--- config.mk ---
export PLATFORM = sky130hd
export DESIGN_NAME = uyvy422_to_rgb888
export DESIGN_NICKNAME = d
export VERILOG_FILES = /design/src/design/uyvy_pkg.sv /design/src/design/uyvy_pixel.sv /design/src/design/uyvy422_to_rgb888.sv
export SDC_FILE = /design/constraint.sdc
export NUM_CORES = 1
export LEC_CHECK = 0
export ABC_AREA = 1
export BUFFER_PORTS_ARGS = -buffer_cell sky130_fd_sc_hd__buf_2
export CAP_MARGIN = 20
export CORE_UTILIZATION = 36
export DETAILED_ROUTE_END_ITERATION = 6
export GPL_TIMING_DRIVEN = 0
export PLACE_DENSITY_LB_ADDON = 0.08
export SLEW_MARGIN = 10
export SYNTH_ARGS = -nofsm -noshare
export SYNTH_HDL_FRONTEND = slang
export SYNTH_SLANG_ARGS = --single-unit
--- constraint.sdc ---
create_clock -name clk_i -period 17.38 [get_ports clk_i]
set_clock_uncertainty 0.1 [all_clocks]
set_input_delay 0.869 -clock clk_i [delete_from_list [all_inputs] [get_ports clk_i]]
set_output_delay 0.869 -clock clk_i [all_outputs]
set_load 0.01 [all_outputs]
--- src/design/uyvy_pkg.sv ---
// ----------------------------------------------------------------------------
// uyvy_pkg
// Shared constants, chroma term tables and helpers for the 4:2:2 to RGB888
// color converter.
// ----------------------------------------------------------------------------
package uyvy_pkg;

  localparam int Unit         = 1000;
  localparam int Half         = 500;
  localparam int ChromaOffset = 128;
  localparam int ChanMax      = 255;
  localparam int KRCr         = 1402;
  localparam int KGCb         = 344;
  localparam int KGCr         = 714;
  localparam int KBCb         = 1772;
  localparam int TabDepth     = 256;

  // quotient of a chroma term in whole channel steps, remainder in thousandths
  typedef logic signed [8:0] quot_t;
  typedef logic [9:0]        rem_t;
  typedef logic signed [9:0] sum_t;

  typedef quot_t quot_tab_t [TabDepth];
  typedef rem_t  rem_tab_t  [TabDepth];

  // per-group chroma contribution, already rounded, shared by both pixels
  typedef struct packed {
    quot_t r;
    quot_t g;
    quot_t b;
  } chroma_t;

  function automatic int floor_div(input int n);
    if (n >= 0) begin
      return n / Unit;
    end
    return -((-n + Unit - 1) / Unit);
  endfunction

  function automatic quot_tab_t build_quot(input int k, input int bias);
    quot_tab_t tab;
    int        n;
    for (int i = 0; i < TabDepth; i++) begin
      n      = k * (i - ChromaOffset) + bias;
      tab[i] = quot_t'(floor_div(n));
    end
    return tab;
  endfunction

  function automatic rem_tab_t build_rem(input int k, input int bias);
    rem_tab_t tab;
    int       n;
    for (int i = 0; i < TabDepth; i++) begin
      n      = k * (i - ChromaOffset) + bias;
      tab[i] = rem_t'(n - Unit * floor_div(n));
    end
    return tab;
  endfunction

  // rounding bias folded into the red, blue and cb part of green
  localparam quot_tab_t RQuot  = build_quot(KRCr, Half);
  localparam quot_tab_t BQuot  = build_quot(KBCb, Half);
  localparam quot_tab_t GbQuot = build_quot(-KGCb, Half);
  localparam rem_tab_t  GbRem  = build_rem(-KGCb, Half);
  localparam quot_tab_t GrQuot = build_quot(-KGCr, 0);
  localparam rem_tab_t  GrRem  = build_rem(-KGCr, 0);

  function automatic logic [7:0] clamp_chan(input sum_t v);
    if (v < 0) begin
      return 8'd0;
    end else if (v > sum_t'(ChanMax)) begin
      return 8'(ChanMax);
    end
    return v[7:0];
  endfunction

endpackage

--- src/design/uyvy_pixel.sv ---
// ----------------------------------------------------------------------------
// uyvy_pixel
// Adds the shared chroma terms to one luma value and clamps each channel.
// ----------------------------------------------------------------------------
module uyvy_pixel
  import uyvy_pkg::*;
(
  input  logic [7:0] luma_i,
  input  chroma_t    terms_i,
  output logic [7:0] red_o,
  output logic [7:0] green_o,
  output logic [7:0] blue_o
);

  sum_t luma_ext;
  sum_t red_sum;
  sum_t green_sum;
  sum_t blue_sum;

  assign luma_ext  = sum_t'({2'b00, luma_i});
  assign red_sum   = luma_ext + sum_t'({terms_i.r[8], terms_i.r});
  assign green_sum = luma_ext + sum_t'({terms_i.g[8], terms_i.g});
  assign blue_sum  = luma_ext + sum_t'({terms_i.b[8], terms_i.b});

  assign red_o   = clamp_chan(red_sum);
  assign green_o = clamp_chan(green_sum);
  assign blue_o  = clamp_chan(blue_sum);

endmodule

--- src/design/uyvy422_to_rgb888.sv ---
// ----------------------------------------------------------------------------
// uyvy422_to_rgb888
// BT.601 style 4:2:2 to RGB888 converter, one Cb Y0 Cr Y1 group per beat.
// ----------------------------------------------------------------------------
// usage
//   input channel: in_valid_i / in_stall_o with the four bytes of one group
//   (cb, y0, cr, y1); a beat is taken when valid is high and stall is low
//   output channel: out_valid_o / out_stall_i with two RGB888 pixels, left
//   pixel in the *_first ports, right pixel in the *_second ports
//   an accepted input beat passes the input register, then the result
//   register, before it appears as an output beat
//   throughput: one group per cycle while out_stall_i is low; the path is one
//   table read, the green remainder add and carry compare, the 9-bit green
//   quotient add, a 10-bit add and a clamp between the two register levels
//   reset: both valid flags clear, the block comes up empty and ready
//   stall: the result register holds its beat while out_stall_i is high;
//   the input register still takes a beat if it is empty, and in_stall_o
//   rises only once both register levels are full
//   chroma terms come from 256-entry constant tables; green sums two
//   remainders to find the rounding carry, so results match exact rounding
// ----------------------------------------------------------------------------
module uyvy422_to_rgb888
  import uyvy_pkg::*;
(
  input  logic       clk_i,
  input  logic       rst_ni,
  input  logic       in_valid_i,
  output logic       in_stall_o,
  input  logic [7:0] chroma_blue_i,
  input  logic [7:0] luma_first_i,
  input  logic [7:0] chroma_red_i,
  input  logic [7:0] luma_second_i,
  output logic       out_valid_o,
  input  logic       out_stall_i,
  output logic [7:0] red_first_o,
  output logic [7:0] green_first_o,
  output logic [7:0] blue_first_o,
  output logic [7:0] red_second_o,
  output logic [7:0] green_second_o,
  output logic [7:0] blue_second_o
);

  // input register
  logic       in_vld_q;
  logic [7:0] cb_q, y0_q, cr_q, y1_q;

  // result register
  logic       res_vld_q;
  logic [7:0] r0_q, g0_q, b0_q, r1_q, g1_q, b1_q;
  logic [7:0] r0_d, g0_d, b0_d, r1_d, g1_d, b1_d;

  logic res_ready;
  logic in_ready;

  // each level moves when it is empty or the next one moves
  assign res_ready  = !res_vld_q || !out_stall_i;
  assign in_ready   = !in_vld_q || res_ready;
  assign in_stall_o = !in_ready;

  always_ff @(posedge clk_i or negedge rst_ni) begin
    if (!rst_ni) begin
      in_vld_q <= 1'b0;
    end else if (in_ready) begin
      in_vld_q <= in_valid_i;
    end
  end

  always_ff @(posedge clk_i) begin
    if (in_ready && in_valid_i) begin
      cb_q <= chroma_blue_i;
      y0_q <= luma_first_i;
      cr_q <= chroma_red_i;
      y1_q <= luma_second_i;
    end
  end

  // chroma terms, shared by both pixels of the group
  chroma_t    terms;
  logic [10:0] g_rem_sum;
  logic        g_carry;

  always_comb begin
    g_rem_sum = {1'b0, GbRem[cb_q]} + {1'b0, GrRem[cr_q]};
    g_carry   = g_rem_sum >= 11'(Unit);
    terms.r   = RQuot[cr_q];
    terms.b   = BQuot[cb_q];
    terms.g   = GbQuot[cb_q] + GrQuot[cr_q] + quot_t'({8'b0, g_carry});
  end

  uyvy_pixel u_pix_first (
    .luma_i  (y0_q),
    .terms_i (terms),
    .red_o   (r0_d),
    .green_o (g0_d),
    .blue_o  (b0_d)
  );

  uyvy_pixel u_pix_second (
    .luma_i  (y1_q),
    .terms_i (terms),
    .red_o   (r1_d),
    .green_o (g1_d),
    .blue_o  (b1_d)
  );

  always_ff @(posedge clk_i or negedge rst_ni) begin
    if (!rst_ni) begin
      res_vld_q <= 1'b0;
    end else if (res_ready) begin
      res_vld_q <= in_vld_q;
    end
  end

  always_ff @(posedge clk_i) begin
    if (res_ready && in_vld_q) begin
      r0_q <= r0_d;
      g0_q <= g0_d;
      b0_q <= b0_d;
      r1_q <= r1_d;
      g1_q <= g1_d;
      b1_q <= b1_d;
    end
  end

  assign out_valid_o    = res_vld_q;
  assign red_first_o    = r0_q;
  assign green_first_o  = g0_q;
  assign blue_first_o   = b0_q;
  assign red_second_o   = r1_q;
  assign green_second_o = g1_q;
  assign blue_second_o  = b1_q;

endmodule

Yosys cells after proc, flatten, opt, wreduce, memory -nomap -nowiden

Memory sizes are Yosys's and may differ from the RTL's.
Cells that the tools add are included.

Output and inout port bits: 50
Logic and storage cells: 94
ROM bits: 14336
Input port bits: 36
Memories: 6
Bits in registers: 82

Memory list:

| memory          | words | bits a word | read ports | clocked after memory_dff | write ports | line                    | RTL |
|---|---|---|---|---|---|---|---|
| (no name shown) | 256   | 10          | 1          | 0                        | 0           | uyvy422_to_rgb888.sv:83 | `g_rem_sum = {1'b0, GbRem[cb_q]} + {1'b0, GrRem[cr_q]};` |
| (no name shown) | 256   | 10          | 1          | 0                        | 0           | uyvy422_to_rgb888.sv:83 |  |
| (no name shown) | 256   | 9           | 1          | 0                        | 0           | uyvy422_to_rgb888.sv:87 | `terms.g = GbQuot[cb_q] + GrQuot[cr_q] + quot_t'({8'b0, g_carry});` |
| (no name shown) | 256   | 9           | 1          | 0                        | 0           | uyvy422_to_rgb888.sv:87 |  |
| (no name shown) | 256   | 9           | 1          | 0                        | 0           | uyvy422_to_rgb888.sv:86 | `terms.b = BQuot[cb_q];` |
| (no name shown) | 256   | 9           | 1          | 0                        | 0           | uyvy422_to_rgb888.sv:85 | `terms.r = RQuot[cr_q];` |

Bitwise operators: 2
Add/sub/neg operators: 9
Reduce and logical (&&, ||, !) cells: 8
Muxes and demuxes: 42
Order comparisons: 15

Operator list:

| kind                   | count |
|---|---|
| $mux W8                | 18 |
| $mux W9                | 8 |
| $add A9 B9 Y10         | 6 |
| $gt A10 B9 Y1 const B  | 6 |
| $lt A10 B1 Y1 const B  | 6 |
| $mux W10               | 4 |
| $ge A9 B9 Y1 const B   | 2 |
| $not A8 Y9             | 2 |
| $mux W1                | 12 |
| $add A10 B10 Y11       | 1 |
| $ge A11 B10 Y1 const B | 1 |
| $add A9 B2 Y9          | 1 |
| $add A9 B9 Y9          | 1 |
| $logic_not A1 Y1       | 4 |
| $logic_and A1 B1 Y1    | 2 |
| $logic_or A1 B1 Y1     | 2 |

Longest topological paths before layout

Gate-level depths: netlist of run 1.

Word-level depth: 12
Gate-level depth with buffers: 41
Mapped depth without buffers: 40

Cells and area by module

From an unflattened synthesis of run 1, not the netlist that was laid out.

Cell total of the unflattened synthesis: 2385
Area, all modules: 13852.0 um2

By module, submodules not included:

| module            | area each (um2) | instances | cells each | sequential area each (um2) |
|---|---|---|---|---|
| uyvy422_to_rgb888 | 10646.5         | 1         | 1839       | 2452.4 |
| uyvy_pixel        | 1602.8          | 2         | 273        | 0.0 |

Worst setup path after synthesis of run 1

OpenSTA, ideal clock, no wires.

Path kind: register -> register
Start: register cb_q[1]
End: register g0_q[0], in the netlist green_first_o[0] (data pin)
Cell stages (with the launch flop): 36
Data arrival time: 5268 ps
Period minus slack after synthesis: 5639 ps
Library setup time: 270 ps
Path slack: 11741 ps
Buffers on the path: 0
Required time: 17010 ps
Path through: edfxtp_1 > clkinv_1 > ha_1 > inv_1 > nand2_1 > nand2_1 > nand2_1 > nand2_1 > inv_1 > o21ai_1 > o21ai_0 > nand2_1 > nand2_1 > inv_1 > fa_1 > inv_1 > nor2_1 > o21ai_0 > nand2_1 > nor3_1 > nand3_1 > nand2_1 > fa_1 > inv_1 > fa_1 > o21ai_1 > a31oi_1 > xnor2_1 > ha_1 > a21o_1 > nor2_1 > nand2_1 > nand2_1 > nand2_1 > nor2_2 > a31oi_1

Word-level cells in the longest chain between the ends: 12
Elaborated cells on any way between the ends: 18
Those cells by class: add/sub: 4; order compare: 3; mux: 8; bitwise: 1; memory: 2

Ends and longest elaborated chain:

| element                                     | line                                             | RTL |
|---|---|---|
| start: declaration                          | uyvy422_to_rgb888.sv:45                          | `logic [7:0] cb_q, y0_q, cr_q, y1_q;` |
| start signal: assignment                    | uyvy422_to_rgb888.sv:70                          | `cb_q <= chroma_blue_i;` |
| $not A8 Y9 (implied by the code) *          | uyvy422_to_rgb888.sv:83, uyvy422_to_rgb888.sv:87 |  |
| $mem_v2 Z256 W10                            | -                                                |  |
| $mux W10 (implied by the code) (2 in a row) | uyvy422_to_rgb888.sv:83                          |  |
| $add A10 B10 Y11                            | uyvy422_to_rgb888.sv:83                          |  |
| $ge A11 B10 Y1                              | uyvy422_to_rgb888.sv:84                          | `g_carry = g_rem_sum >= 11'(Unit);` |
| $add A9 B2 Y9 *                             | uyvy422_to_rgb888.sv:87                          |  |
| $add A9 B9 Y10 *                            | uyvy_pixel.sv:22                                 | `assign green_sum = luma_ext + sum_t'({terms_i.g[8], terms_i.g});` |
| $gt A10 B9 Y1                               | uyvy_pkg.sv:71                                   | `end else if (v > sum_t'(ChanMax)) begin` |
| $mux W1                                     | uyvy_pkg.sv:71                                   |  |
| $mux W1                                     | uyvy_pkg.sv:69                                   | `if (v < 0) begin` |
| $mux W8 *                                   | uyvy_pkg.sv:74                                   | `return v[7:0];` |
| net g0_d[0]                                 | uyvy422_to_rgb888.sv:50                          | `logic [7:0] r0_d, g0_d, b0_d, r1_d, g1_d, b1_d;` |
| end signal: assignment                      | uyvy422_to_rgb888.sv:117                         | `g0_q <= g0_d;` |
| end: declaration                            | uyvy422_to_rgb888.sv:49                          | `logic [7:0] r0_q, g0_q, b0_q, r1_q, g1_q, b1_q;` |

The timed path passes the listed nets; every way through them passes the cells marked *. The select of a mux whose other input is x is not followed.
A chain may end at the register's enable or synchronous reset.

Worst setup path in the final report of run 1

Start: register cb_q[1]
End: register g0_q[7], in the netlist green_first_o[7] (data pin)

Same word-level chain as after synthesis.

==> flow_metrics.tcl, run 1 <==
set metrics [dict create \
    status "completed" \
    cts_buffers 9 \
    rows 70 \
    clock_sinks 82 \
    powerDensity_nw_per_um2 95.0 \
    critical_path_arrival_ns 7.59 \
    grt_max_degree 32 \
    worstMarginPinSlew_ns 1.09 \
    startpoint_type "register" \
    place_area_um2 14600 \
    design.die.area_um2 38400 \
    area_delta_synth_final_pct 10.1 \
    yosysMostFrequentCell "nand2_1" \
    final_max_slew_viol_count 0 \
    drtAntennaViolNets 0 \
    grt_overflow 0 \
    cpMostUsedCell "nand2_1" \
    r2r_cells 36 \
    rr_startpoint "cb_q[1]" \
    path_depth 36 \
    drt_first_iter_violations 2189 \
    tritoncts "done" \
    worstSetupEndpointType "register" \
    grt_pass1_vias 17023 \
    cp_data_required_time_ns 17.38 \
    slowest_delay_ns 0.64 \
    coreArea_um2 36800 \
    via_count 17683 \
    antenna_found_initial 0 \
    routabilityCongestion 1.07 \
    leakage_nw 7.68 \
    internal_power_uw 693 \
    async_reset_ff_share_pct 2.44 \
    clock.fmax_ghz 0.132 \
    ys.flop_type "edfxtp_1" \
    hold_violations 0 \
    root_buffer "clkbuf_16" \
    relSlewSlack_pct 27.3 \
    clockBufferDepth 2 \
    crit_start "cb_q[1]" \
    num-nets-final 2575 \
    worst-path-buf-inv 2 \
    p_clk_share_pct 15.2 \
    holdCritPathClass "in2async" \
    clkSlewWorstSetupHoldPaths_ns 0.08 \
    routedWlPerCell_um 24.5 \
    cts_resized 0 \
    io_buffers 85 \
    start_util_pct 36.8 \
    cts_hold_buf 0 \
    ys_seq_area_share_pct 18.1 \
    netlist_area_um2 13500 \
    synth_top_area_share_pct 25.2 \
    yosysTopAreaCell "nand2_1" \
    grt_pass1_wl_mm 106 \
    utilization_pct 40.6 \
    fp.dieW_um 196 \
    p_comb_share_pct 63.7 \
    finalSetupTns_ns 0 \
    cp_max_fo 14 \
    switching_share_pct 51.1 \
    syn-num-nets 2477 \
    dp_hpwl_mm 53.9 \
    yosys_warnings 0 \
    vdd_drop_max_v 0.0000655 \
    ys_seq_elements 82 \
    cp_top_family "simple AND/OR/NAND/NOR gates" \
    num_io_pins 86 \
    p_seq_share_pct 21.2 \
    crit_slowest_cell "clkinv_1" \
    fin_crit_sh_pct 43.7 \
    setup_viol 0 \
    synth_edf_count 80 \
    totalWireLength_mm 71.6 \
    path_class "reg2reg" \
    netlist_top_cells_area "nand2_1 (25%), edfxtp_1 (18%), ha_1 (7.8%)" \
    syn-mean-instance-area_um2 5.77 \
    rsz0062_at_grt "false" \
    syn-instance-count 2348 \
    ys_top_cells_by_count "nand2_1 (911), nand3_1 (200), inv_1 (194), a21oi_1 (169), nor2_1 (158)" \
    cap_violations 0 \
    first_pass_iters 6 \
    grt_usage_pct 37.1 \
    drive_gt1_share_pct 9.79 \
    period_needed_ns 7.59 \
    die_h_um 196 \
    via_per_inst 6.06 \
    post_cts_buffers 0 \
    synth_cell_types 49 \
    worst_skew_pair.late_latency_ns 0.40 \
    drc 0 \
    design_area_um2 14900 \
    h-tree-depth 3 \
    p_switching_uw 725 \
]
-- stage by stage --
stage	cells	hold WS, ns	setup slack, ns	power (mW)
after detailed placement	2903	0.381	10.01	1.18
after global placement	2901	0.338	9.97	1.18
after floorplan	2348	0.333	11.74	0.915
after global routing	2919	0.152	9.35	1.53
after CTS	2919	0.142	9.96	1.40
final	2920	0.168	9.79	1.42
-- layout make-up --
cell class / count / area, um^2
fill: 4062 / 21900
clock buffer: 9 / 225
sequential: 82 / 2450
multi-input combinational: 1952 / 9760
tap: 468 / 586
clock inverter: 7 / 83.8
antenna: 1 / 2.50
buffer: 104 / 556
timing repair buffer: 87 / 465
inverter: 210 / 791
-- power by group through the flow --
stage | clock network, mW | registers [mW] | logic (mW)
floorplan | 0 | 0.317 | 0.598
global placement | 0 | 0.305 | 0.879
detailed placement | 0 | 0.303 | 0.875
CTS | 0.220 | 0.300 | 0.881
global route | 0.223 | 0.304 | 1.00
finish | 0.215 | 0.300 | 0.903
-- layout by cell type, fill, tap and decap left out, types with 7 or more instances in the layout --
| master | instances |
|---|---|
| o2111ai_1 | 10 |
| nor3_1 | 19 |
| nand4_1 | 35 |
| o21ai_0 | 136 |
| nand2_2 | 23 |
| nand3_1 | 200 |
| o211ai_1 | 29 |
| o21ai_1 | 37 |
| inv_1 | 193 |
| ha_1 | 84 |
| a31oi_1 | 27 |
| clkbuf_1 | 27 |
| or2_2 | 7 |
| nand3b_1 | 10 |
| xor2_1 | 18 |
| nor2_2 | 8 |
| clkbuf_16 | 9 |
| buf_2 | 139 |
| xnor2_1 | 18 |
| a21oi_1 | 168 |
| edfxtp_1 | 80 |
| buf_4 | 14 |
| fa_1 | 9 |
| nor2_1 | 158 |
| inv_2 | 14 |
| nand2_1 | 911 |
-- registers in the layout, summed over array words and instances, names as in the netlist --
register,flops
green_second_o,8
y1_q,8
red_second_o,8
in_vld_q,1
cb_q,8
out_valid_o,1
blue_second_o,8
blue_first_o,8
red_first_o,8
y0_q,8
green_first_o,8
cr_q,8
-- path summary, 6_finish.rpt --
| check | endpoint | slack [ns] |
|---|---|---|
| max in group asynchronous | out_valid_o | 16.92 |
| worst min register to register | out_valid_o | 0.40 |
| min in group clk_i | out_valid_o | 0.40 |
| worst max-delay path | green_first_o[7] | 9.79 |
| worst min-delay path | in_vld_q | 0.17 |
| worst max register to register | green_first_o[7] | 9.79 |
-- cells by family (layout without fill, tap and decap cells) --
group | after synthesis | count (layout) | synth area share (%)
AO/OA/AOI/OAI | 443 | 443 | 18.1
buffers and inverters | 314 | 417 | 9.94
XOR/XNOR | 36 | 36 | 2.33
other | 0 | 1 | 0
adder cells (fa/ha/maj) | 93 | 93 | 9.09
flip-flops | 82 | 82 | 18.1
AND/OR/NAND/NOR | 1380 | 1380 | 42.4
-- metal layers --
metal / up-vias / share of wire, % / GRT usage (%)
met4: 0 / 8.4 / 26.9
met1: 8003 / 39 / 46.9
met5: - / 0 / 0
met3: 390 / 11 / 7.41
met2: 1289 / 42 / 56.3
li1: 8001 / - / -
(Power assumes the default switching activity.)
==> run 2: changes to the inputs <==
Clock period 17.38 ns to 7.6 ns, I/O delays scaled along.
==> flow_metrics.tcl, run 2 (same netlist as run 1, synthesis figures left out) <==
set metrics [dict create \
    slowest_delay_ns 0.55 \
    internal_power_mw 1.59 \
    via_per_inst 6.06 \
    rsz0062_at_grt "false" \
    fin_crit_sh_pct 94.0 \
    p_comb_share_pct 63.7 \
    critical_path_arrival_ns 7.14 \
    relSlewSlack_pct 28.6 \
    grt_usage_pct 37.2 \
    clkSlewWorstSetupHoldPaths_ns 0.10 \
    leakage_nw 7.69 \
    num-nets-final 2578 \
    drtAntennaViolNets 0 \
    status "complete, but fails checks" \
    final_max_slew_viol_count 0 \
    num_io_pins 86 \
    p_seq_share_pct 21.2 \
    fp.dieW_um 196 \
    hp-start "chroma_blue_i[6]" \
    clockBufferDepth 2 \
    die_h_um 196 \
    cp_data_required_time_ns 7.60 \
    crit_slowest_cell "edfxtp_1" \
    violations "design-rule violations" \
    first_pass_iters 7 \
    routabilityCongestion 1.07 \
    area_delta_synth_final_pct 10.4 \
    grt_pass1_wl_mm 106 \
    drt_first_iter_violations 2170 \
    io_buffers 85 \
    vdd_drop_max_v 0.000150 \
    startpoint_type "register" \
    hold_violations 0 \
    finalSetupTns_ns 0 \
    cp_max_fo 10 \
    worstMarginPinSlew_ns 1.07 \
    cts_buffers 9 \
    worst_skew_pair.late_latency_ns 0.40 \
    crit_start "cb_q[0]" \
    period_needed_ns 7.14 \
    holdCritPathClass "in2reg" \
    switching_share_pct 51.1 \
    rr_startpoint "cb_q[0]" \
    grt_overflow 0 \
    coreArea_um2 36800 \
    fill_cells 4066 \
    rows 70 \
    antenna_cells 0 \
    h-tree-depth 3 \
    cap_violations 0 \
    drive_gt1_share_pct 9.94 \
    root_buffer "clkbuf_16" \
    design.die.area_um2 38400 \
    p_clk_share_pct 15.1 \
    via_count 17710 \
    grt_pass1_vias 17044 \
    dp_hpwl_mm 53.9 \
    totalWireLength_mm 71.6 \
    grt_max_degree 32 \
    setup_viol 0 \
    powerDensity_nw_per_um2 217 \
    fin_cells 2922 \
    clock.fmax_ghz 0.140 \
    path_class "reg2reg" \
    p_switching_mw 1.66 \
    start_util_pct 36.8 \
    most-common-layout-cells "nand2_1 (910), nand3_1 (200), inv_1 (193)" \
    placed_cells 2903 \
    final_common_cell "nand2_1" \
    antenna_found_initial 0 \
    clock_sinks 82 \
    routedWlPerCell_um 24.5 \
    worstSetupEndpointType "register" \
    cpMostUsedCell "nand2_1" \
    drc 1 \
    tritoncts "done" \
]
## run 2: power by group through the flow
| stage | logic [mW] | clock network, mW | registers, mW |
|---|---|---|---|
| 3_5_place_dp | 2.00 | 0 | 0.693 |
| 2_1_floorplan | 1.37 | 0 | 0.725 |
| 5_1_grt | 2.29 | 0.510 | 0.695 |
| 3_3_place_gp | 2.01 | 0 | 0.696 |
| 6_report | 2.07 | 0.490 | 0.686 |
| 4_1_cts | 2.01 | 0.503 | 0.685 |
## run 2: metrics by stage
step | power (mW) | hold WS, ns | utilization (%) | instance area [um^2] | setup WS, ns
6_report | 3.24 | 0.0533 | 40.6 | 14900 | 0.457
5_1_grt | 3.49 | 0.0577 | 40.6 | 14900 | 0.0333
4_1_cts | 3.20 | 0.0366 | 40.6 | 14900 | 0.184
3_5_place_dp | 2.69 | 0.0685 | 39.7 | 14600 | 0.233
3_3_place_gp | 2.71 | 0.0663 | 39.6 | 14600 | 0.186
2_1_floorplan | 2.09 | -0.0156 | - | 13500 | 1.96
## run 2: final cells by class
| class | instances | area (um^2) | share of cell area [%] |
|---|---|---|---|
| inverter | 210 | 795 | 5.32 |
| tap | 468 | 586 | 3.92 |
| sequential | 82 | 2450 | 16.4 |
| timing repair buffer | 90 | 490 | 3.28 |
| multi-input combinational | 1952 | 9760 | 65.3 |
| buffer | 104 | 556 | 3.72 |
| clock inverter | 7 | 83.8 | 0.561 |
| clock buffer | 9 | 225 | 1.51 |
## run 2: layer usage
layer / global-route usage (%) / vias up / share of wire, %
met5: 0 / - / 0
met4: 26.9 / 0 / 8.2
met3: 7.41 / 399 / 11
met2: 56.5 / 1310 / 42
met1: 46.9 / 8001 / 39
li1: - / 8000 / -
## run 2: path summary, 6_finish.rpt
path                                          end  slack [ns]  cells past startpoint
worst max-delay path            green_second_o[7]        0.46                     38
worst min-delay path                      cb_q[6]        0.05                      1
worst max register to register  green_second_o[7]        0.46                     38
worst min register to register        out_valid_o        0.41                      2
max in group asynchronous             out_valid_o        7.09                      2
min in group asynchronous                in_vld_q        0.21                      2
## run 2: timing repair
item                                    4_1_cts  5_1_grt
hold buffers                                  1        0
setup buffers                                 0        2
resized for setup                             0        2
endpoints found under the setup margin        0       16
endpoints found under the hold margin         2        0
## run 2: worst max-delay path: cells and delay by family, from the launching register on
| kind | cells | cell delay, ns |
|---|---|---|
| AND/OR/NAND/NOR | 21 | 2.21 |
| adder cells (fa/ha/maj) | 5 | 1.80 |
| AO/OA/AOI/OAI | 7 | 1.27 |
| buffers and inverters | 4 | 0.61 |
| flip-flops | 1 | 0.55 |
| XOR/XNOR | 1 | 0.28 |
==> run 3: changes to the inputs <==
Settings changed: BUFFER_PORTS_ARGS -buffer_cell sky130_fd_sc_hd__buf_2 to not set, DONT_BUFFER_PORTS set to 1.
==> flow_metrics.tcl, run 3 (same netlist as run 1, synthesis figures left out) <==
set metrics [dict create \
    rsz0062_at_grt "false" \
    cp_max_fo 10 \
    grt_overflow 0 \
    critical_path_arrival_ns 7.10 \
    drt_first_iter_violations 2298 \
    antenna_cells 0 \
    slowest_delay_ns 0.48 \
    coreArea_um2 36800 \
    hold_violations 0 \
    worstMarginPinSlew_ns 0.985 \
    holdCritPathClass "in2reg" \
    cap_violations 0 \
    cp_data_required_time_ns 7.60 \
    totalWireLength_mm 73.2 \
    most-common-layout-cells "nand2_1 (911), nand3_1 (200), inv_1 (193)" \
    setup_viol 0 \
    clkSlewWorstSetupHoldPaths_ns 0.07 \
    crit_start "cb_q[0]" \
    total_power_mw 3.23 \
    final_common_cell "nand2_1" \
    start_util_pct 36.8 \
    fp.dieW_um 196 \
    via_count 17492 \
    tritoncts "done" \
    num-nets-final 2527 \
    status "completed" \
    cpMostUsedCell "nand2_1" \
    grt_pass1_vias 17055 \
    utilization_pct 40.5 \
    first_pass_iters 7 \
    rr_startpoint "cb_q[0]" \
    area_delta_synth_final_pct 9.87 \
    rows 70 \
    grt_usage_pct 38.0 \
    vdd_drop_max_v 0.000132 \
    clock_sinks 82 \
    final_max_slew_viol_count 0 \
    num_io_pins 86 \
    io_buffers 0 \
    clockBufferDepth 2 \
    cp-endpoint "green_first_o[2]" \
    fin_crit_sh_pct 93.4 \
    period_needed_ns 7.10 \
    crit_slowest_cell "edfxtp_1" \
    h-tree-depth 3 \
    relSlewSlack_pct 34.3 \
    antenna_found_initial 0 \
    worstSetupEndpointType "register" \
    drc 0 \
    drtAntennaViolNets 0 \
    rrSetupSlack_ns 0.50 \
    min_delay_path_depth 2 \
    drive_gt1_share_pct 6.62 \
    powerDensity_nw_per_um2 217 \
    cts_buffers 9 \
    finalSetupTns_ns 0 \
    startpoint_type "register" \
    r2r_cells 36 \
    worst_skew_pair.late_latency_ns 0.38 \
    leakage_nw 7.51 \
    root_buffer "clkbuf_16" \
    grt_pass1_wl_mm 108 \
    via_per_inst 6.09 \
    clock.fmax_ghz 0.141 \
    grt_max_degree 32 \
    dp_hpwl_mm 55.5 \
    routedWlPerCell_um 25.5 \
    reg2reg_to "green_first_o[2]" \
    die_h_um 196 \
    path_class "reg2reg" \
    design.die.area_um2 38400 \
    routabilityCongestion 1.07 \
]
-- run 3: metrics by stage --
stage          cell area, um^2  std cells  worst slack [ns]  hold WS, ns
2_1_floorplan            13500       2348              1.96      -0.0156
6_report                 14900       2871             0.504       0.0537
4_1_cts                  14800       2867             0.100       0.0346
5_1_grt                  14900       2871            0.0211       0.0472
3_5_place_dp             14200       2818             0.140      -0.0156
3_3_place_gp             14100       2816             0.123      -0.0155
-- run 3: power by group --
| group | switching [mW] | internal, mW | total [mW] |
|---|---|---|---|
| Combinational | 1.34 | 0.644 | 1.98 |
| Clock | 0.216 | 0.291 | 0.507 |
| Sequential | 0.0965 | 0.647 | 0.744 |
| Total | 1.65 | 1.58 | 3.23 |
-- run 3: repair_timing --
| item | CTS | global route |
|---|---|---|
| setup endpoints to repair | 0 | 16 |
| resized for setup | 0 | 3 |
| buffers inserted | 0 | 4 |
| hold buffers | 33 | 0 |
| endpoints found under the hold margin | 34 | 0 |
-- run 3: how the worst min path moves through the flow --
stage                 from           to  slack [ns]
6_report       out_stall_i  out_valid_o        0.05
5_1_grt        out_stall_i  out_valid_o        0.05
4_1_cts        out_stall_i  out_valid_o        0.03
3_5_place_dp        rst_ni  out_valid_o       -0.02
3_3_place_gp        rst_ni  out_valid_o       -0.02
2_1_floorplan       rst_ni     in_vld_q       -0.02
-- run 3: routing by layer --
metal / vias to the layer above / wire, um / global-route usage, %
li1: 7911 / - / -
met1: 7958 / 28400 / 47.0
met2: 1272 / 31200 / 58.8
met3: 351 / 7660 / 8.10
met4: 0 / 5890 / 27.2
met5: - / 0 / 0
-- run 3: final cells by class --
class	instances	area, um^2
multi-input combinational	1952	9770
fill	4077	21900
clock inverter	7	100
sequential	82	2450
clock buffer	9	225
tap	468	586
inverter	210	795
timing repair buffer	39	400
buffer	104	556
-- run 3: critical path: cells and delay by family (launching register included) --
| kind | cells | cell delay (ns) |
|---|---|---|
| compound gates | 7 | 1.13 |
| xor+xnor | 1 | 0.31 |
| fa+ha+maj | 5 | 1.84 |
| buf+inv | 7 | 0.98 |
| flops | 1 | 0.48 |
| simple gates | 16 | 1.96 |
